## config.mk

```make
export PLATFORM = sky130hd
export DESIGN_NAME = ltfs_ctrl
export DESIGN_NICKNAME = d
export VERILOG_FILES = /design/src/hdl/ltfs_pkg.sv /design/src/hdl/ltfs_ctrl.sv
export SDC_FILE = /design/constraint.sdc
export NUM_CORES = 1
export LEC_CHECK = 0
export BUFFER_PORTS_ARGS = -buffer_cell sky130_fd_sc_hd__buf_2
export CORE_AREA = 5 5 42 44
export CTS_CLUSTER_SIZE = 14
export DETAILED_ROUTE_END_ITERATION = 8
export DIE_AREA = 0 0 47 49
export GPL_ROUTABILITY_DRIVEN = 0
export GPL_TIMING_DRIVEN = 0
export SLEW_MARGIN = 20
export SYNTH_ARGS = -nofsm -noshare
export SYNTH_HDL_FRONTEND = slang
export SYNTH_SLANG_ARGS = --single-unit
```

## constraint.sdc

```tcl
create_clock -name clk -period 1.6 [get_ports clk]
set_input_delay 0.08 -clock clk [delete_from_list [all_inputs] [get_ports clk]]
set_output_delay 0.08 -clock clk [all_outputs]
set_load 0.005 [all_outputs]
```

## src/hdl/ltfs_pkg.sv

```systemverilog
// Shared constants, types and control structs for the forward-substitution solver.
package ltfs_pkg;

    localparam int MAX_ORDER = 64;
    localparam int ADDR_W    = (MAX_ORDER > 1) ? $clog2(MAX_ORDER) : 1;

    localparam int IDX_W  = 6;
    localparam int DATA_W = 32;
    localparam int ACC_W  = 64;
    localparam int FRAC_W = 16;
    localparam int CNT_W  = $clog2(DATA_W);

    // input tdata layout
    localparam int ROW_LSB    = 0;
    localparam int COL_LSB    = ROW_LSB + IDX_W;
    localparam int COEFF_LSB  = COL_LSB + IDX_W;
    localparam int RHS_LSB    = COEFF_LSB + DATA_W;
    localparam int IN_BITS    = RHS_LSB + DATA_W;
    localparam int IN_TDATA_W = ((IN_BITS + 7) / 8) * 8;

    // output tdata layout
    localparam int SOL_IDX_LSB = 0;
    localparam int SOL_VAL_LSB = SOL_IDX_LSB + IDX_W;
    localparam int DZ_BIT      = SOL_VAL_LSB + DATA_W;
    localparam int SAT_BIT     = DZ_BIT + 1;
    localparam int OUT_BITS    = SAT_BIT + 1;
    localparam int OUT_TDATA_W = ((OUT_BITS + 7) / 8) * 8;

    localparam logic [DATA_W-1:0] SOL_MAX = {1'b0, {(DATA_W-1){1'b1}}};
    localparam logic [DATA_W-1:0] SOL_MIN = {1'b1, {(DATA_W-1){1'b0}}};
    localparam logic [ACC_W-1:0]  SUM_MAX = {1'b0, {(ACC_W-1){1'b1}}};
    localparam logic [ACC_W-1:0]  SUM_MIN = {1'b1, {(ACC_W-1){1'b0}}};

    typedef enum logic [1:0] {
        KIND_SKIP,
        KIND_OFF,
        KIND_DIAG
    } item_kind_t;

    typedef enum logic [2:0] {
        ST_IDLE,
        ST_MUL,
        ST_ACC,
        ST_NUM,
        ST_START,
        ST_DIV,
        ST_FIN
    } state_t;

    typedef struct packed {
        logic accept;
        logic mul;
        logic acc;
        logic num;
        logic div_start;
        logic finish;
    } cmd_t;

    typedef struct packed {
        item_kind_t in_kind;
        logic       coeff_zero;
        logic       div_done;
        logic       out_free;
    } stat_t;

endpackage

```

## src/hdl/ltfs_ctrl.sv

```systemverilog
// Sequencer for item acceptance, multiply-accumulate and diagonal division.
module ltfs_ctrl
(
    input  logic            clk,
    input  logic            rst_n,
    input  logic            s_axis_tvalid,
    output logic            s_axis_tready,
    input  ltfs_pkg::stat_t stat,
    output ltfs_pkg::cmd_t  cmd
);
    import ltfs_pkg::*;

    state_t state_reg, state_next;

    always_ff @(posedge clk or negedge rst_n)
    begin
        if (!rst_n)
        begin
            state_reg <= ST_IDLE;
        end
        else
        begin
            state_reg <= state_next;
        end
    end

    always_comb
    begin
        state_next    = state_reg;
        cmd           = '0;
        s_axis_tready = 1'b0;
        unique case (state_reg) inside
            ST_IDLE, ST_ACC:
            begin
                // accumulate the pending product while taking the next item
                cmd.acc       = (state_reg == ST_ACC);
                s_axis_tready = 1'b1;
                state_next    = ST_IDLE;
                if (s_axis_tvalid)
                begin
                    cmd.accept = 1'b1;
                    unique case (stat.in_kind)
                        KIND_OFF:  state_next = ST_MUL;
                        KIND_DIAG: state_next = ST_NUM;
                        default:   state_next = ST_IDLE;
                    endcase
                end
            end
            ST_MUL:
            begin
                cmd.mul    = 1'b1;
                state_next = ST_ACC;
            end
            ST_NUM:
            begin
                cmd.num    = 1'b1;
                state_next = stat.coeff_zero ? ST_FIN : ST_START;
            end
            ST_START:
            begin
                cmd.div_start = 1'b1;
                state_next    = ST_DIV;
            end
            ST_DIV:
            begin
                if (stat.div_done)
                begin
                    state_next = ST_FIN;
                end
            end
            ST_FIN:
            begin
                // hold until the output register can take the result
                if (stat.out_free)
                begin
                    cmd.finish = 1'b1;
                    state_next = ST_IDLE;
                end
            end
            default:
            begin
                state_next = ST_IDLE;
            end
        endcase
    end

endmodule

```

==> flow_summary_export.csv <==
group,metric,value,unit
layout,largest_register_ff_count,3,
place,dpl-instance-area,340,µm²
layout,fillers,163,
layout,final_cells,64,
floorplan,io_pins,15,
timing,finalHoldViolCount,0,
setup_path,required,1520,ps
layout,final_cell_mix,"14 x buf_2, 3 x nand2_1, 3 x clkbuf_4, 3 x dfrtp_1",
logic_synthesis,synth-simple-area-share,0.330,
timing,period_minus_slack,1210,ps
global_route,first_global_vias,277,
layout,antenna_cells,0,
timing,final.setup_skew,0.510,ps
setup_path,slowest_delay,350,ps
power,p_leak,0.190,nW
layout,final_common_cell,"buf_2",
layout,final_net_count,58,
logic_synthesis,synth_cell_types,20,
logic_synthesis,synthAdderAreaFrac,0.0500,
place,placed_cells,59,
clock_tree,cts_root_buf,"clkbuf_4",
power,fin_total_pwr,0.617,mW
timing,worst_slew_pin_slew,265,ps
timing,min_period_over_period,0.755,
global_route,antenna_found_initial,0,
setup_path,start_kind,"flop",
setup_path,crit_type,"reg2out",
floorplan,rows,14,
global_route,grt_pass1_wl,1110,µm
clock_tree,cts_setup_buffers,0,
layout,final_area,377,µm²
clock_tree,cts_buffers,3,
logic_synthesis,syn_inst,29,
clock_tree,cts.htree.levels,1,
logic_synthesis,synthMuxAreaShare,0,
clock_tree,clock_latency,230,ps
logic_synthesis,syn-num-nets,38,
setup_path,cp.arrival,1130,ps
timing,max_slew_margin,0.823,
global_route,track_usage,0.0677,
outcome,status,"complete, no violations",
timing,maxSlewViolCount,0,
global_route,overflow,0,
logic_synthesis,synth_area,250,µm²
timing,holdWs,152,ps
logic_synthesis,ys_ff_latch,3,
setup_path,path_delay_family,"flip-flops",
timing,finalSetupTns,0,ps
clock_tree,cts_resized,0,
clock_tree,clk_path_buf_depth,2,
layout,utilization,0.269,
floorplan,die_y,49,µm
logic_synthesis,yosysWarnings,0,
floorplan,die_area,2300,µm²
setup_path,crit_fanout,10,
clock_tree,path_clk_slew,40,ps
setup_path,crit_buf_inv,2,
floorplan,core-area,1400,µm²
setup_path,setup.worst_path.end_class,"output port",
run,drv_cap,0,
drt,drcViolationCount,0,
clock_tree,cts_tree,"done",
floorplan,die_w,47,µm
drt,drt-pass1-iter-count,2,
layout,syn2layout_area_growth,50.5,%
drt,vias,277,
timing,setup_ws,393,ps
floorplan,initial_core_util,0.179,
logic_synthesis,seq_area_frac_synth,0.300,
clock_tree,cts.sinks,3,
global_route,grt_max_degree,11,
drt,vias_per_cell,4.33,
drt,wire_per_inst,9.91,µm
timing,fmax,828,MHz
logic_synthesis,synth_area_per_cell,8.63,µm²
place,io_buffers,14,
timing,setup_viol,0,
place,place_ws,528,ps
setup_path,crit_slowest_cell,"dfrtp_1",
power,ir_worst_vdd,0.333,mV
setup_path,crit_chain,"buf_4 > nor2_1 > and2_1 > buf_2",
logic_synthesis,synth_top_family_by_area,"simple AND/OR/NAND/NOR gates",
place,place_hpwl,506,µm
drt,drtAntennaViolNets,0,
timing,rsz0062_at_grt,"no",
power,powerDensity,1640,nW/µm²
layout,drive_gt1_frac,0.479,
logic_synthesis,yosys.area_share.xor_xnor,0,
worst_hold_path,hold_path_class,"in2reg",
drt,wl,634,µm
logic_synthesis,synth_compound_area_frac,0.230,
drt,drt_iter0_markers,3,
[cell type report]
class / instances / area (µm²) / share of cell area
Tap cell: 16 / 20.0 / 0.0532
Multi-Input combinational cell: 22 / 153 / 0.405
Sequential cell: 3 / 75.1 / 0.199
Clock buffer: 4 / 26.3 / 0.0698
Inverter: 2 / 7.51 / 0.0199
Buffer: 2 / 15.0 / 0.0399
Timing Repair Buffer: 15 / 80.1 / 0.213
[cells in the mapped netlist, drive strengths merged]
cell,instances,area share
o22ai,2,0.075
ha,1,0.050
o21ai,1,0.020
inv,2,0.030
o22a,2,0.070
o211ai,1,0.030
nand2b,2,0.050
a21o,1,0.035
nor2,1,0.015
nand2,3,0.045
dfrtp,3,0.30
buf,2,0.060
nor2b,1,0.025
nor3b,1,0.030
and3,1,0.045
nand3b,1,0.030
and2,2,0.050
nor3,2,0.040
[metal layers]
metal  GRT usage  wire [µm]  up-vias
li1            -          -      141
met1      0.0773        268      128
met2      0.0973        327        8
met3      0.0332         38        0
met4      0.0415          0        0
met5           0          0        -
[worst min-delay path, cell delays in order]
cell	delay (ps)
buf_2	70
nand2b_1	100
o22ai_1	80
[where the power goes]
| part | internal, mW | switching (mW) |
|---|---|---|
| combinational | 0.177 | 0.165 |
| clock | 0.0935 | 0.0396 |
| sequential | 0.110 | 0.0315 |
[what timing repair did]
action | 4_1_cts | 5_1_grt
endpoints found under the hold margin | 3 | 0
endpoints found under the setup margin | 0 | 0
hold buffers | 1 | 0
[logic make-up after synthesis]
logic type	after synthesis
buf+inv	4
simple gates	14
flops	3
fa+ha+maj	1
compound gates	7
[final timing paths]
kind / startpoint / to / slack (ps) / cells after the start
worst max-delay path: state_reg[0]$_DFFE_PN0P_ / cmd[3] / 390 / 4
worst min-delay path: stat[1] / state_reg[0]$_DFFE_PN0P_ / 150 / 3
worst max register to register: state_reg[2]$_DFFE_PN0P_ / state_reg[1]$_DFFE_PN0P_ / 530 / 3
worst min register to register: state_reg[0]$_DFFE_PN0P_ / state_reg[0]$_DFFE_PN0P_ / 600 / 2
max in group asynchronous: rst_n / state_reg[2]$_DFFE_PN0P_ / 1320 / 2
min in group asynchronous: rst_n / state_reg[0]$_DFFE_PN0P_ / 180 / 2
(Power assumes the default switching activity.)
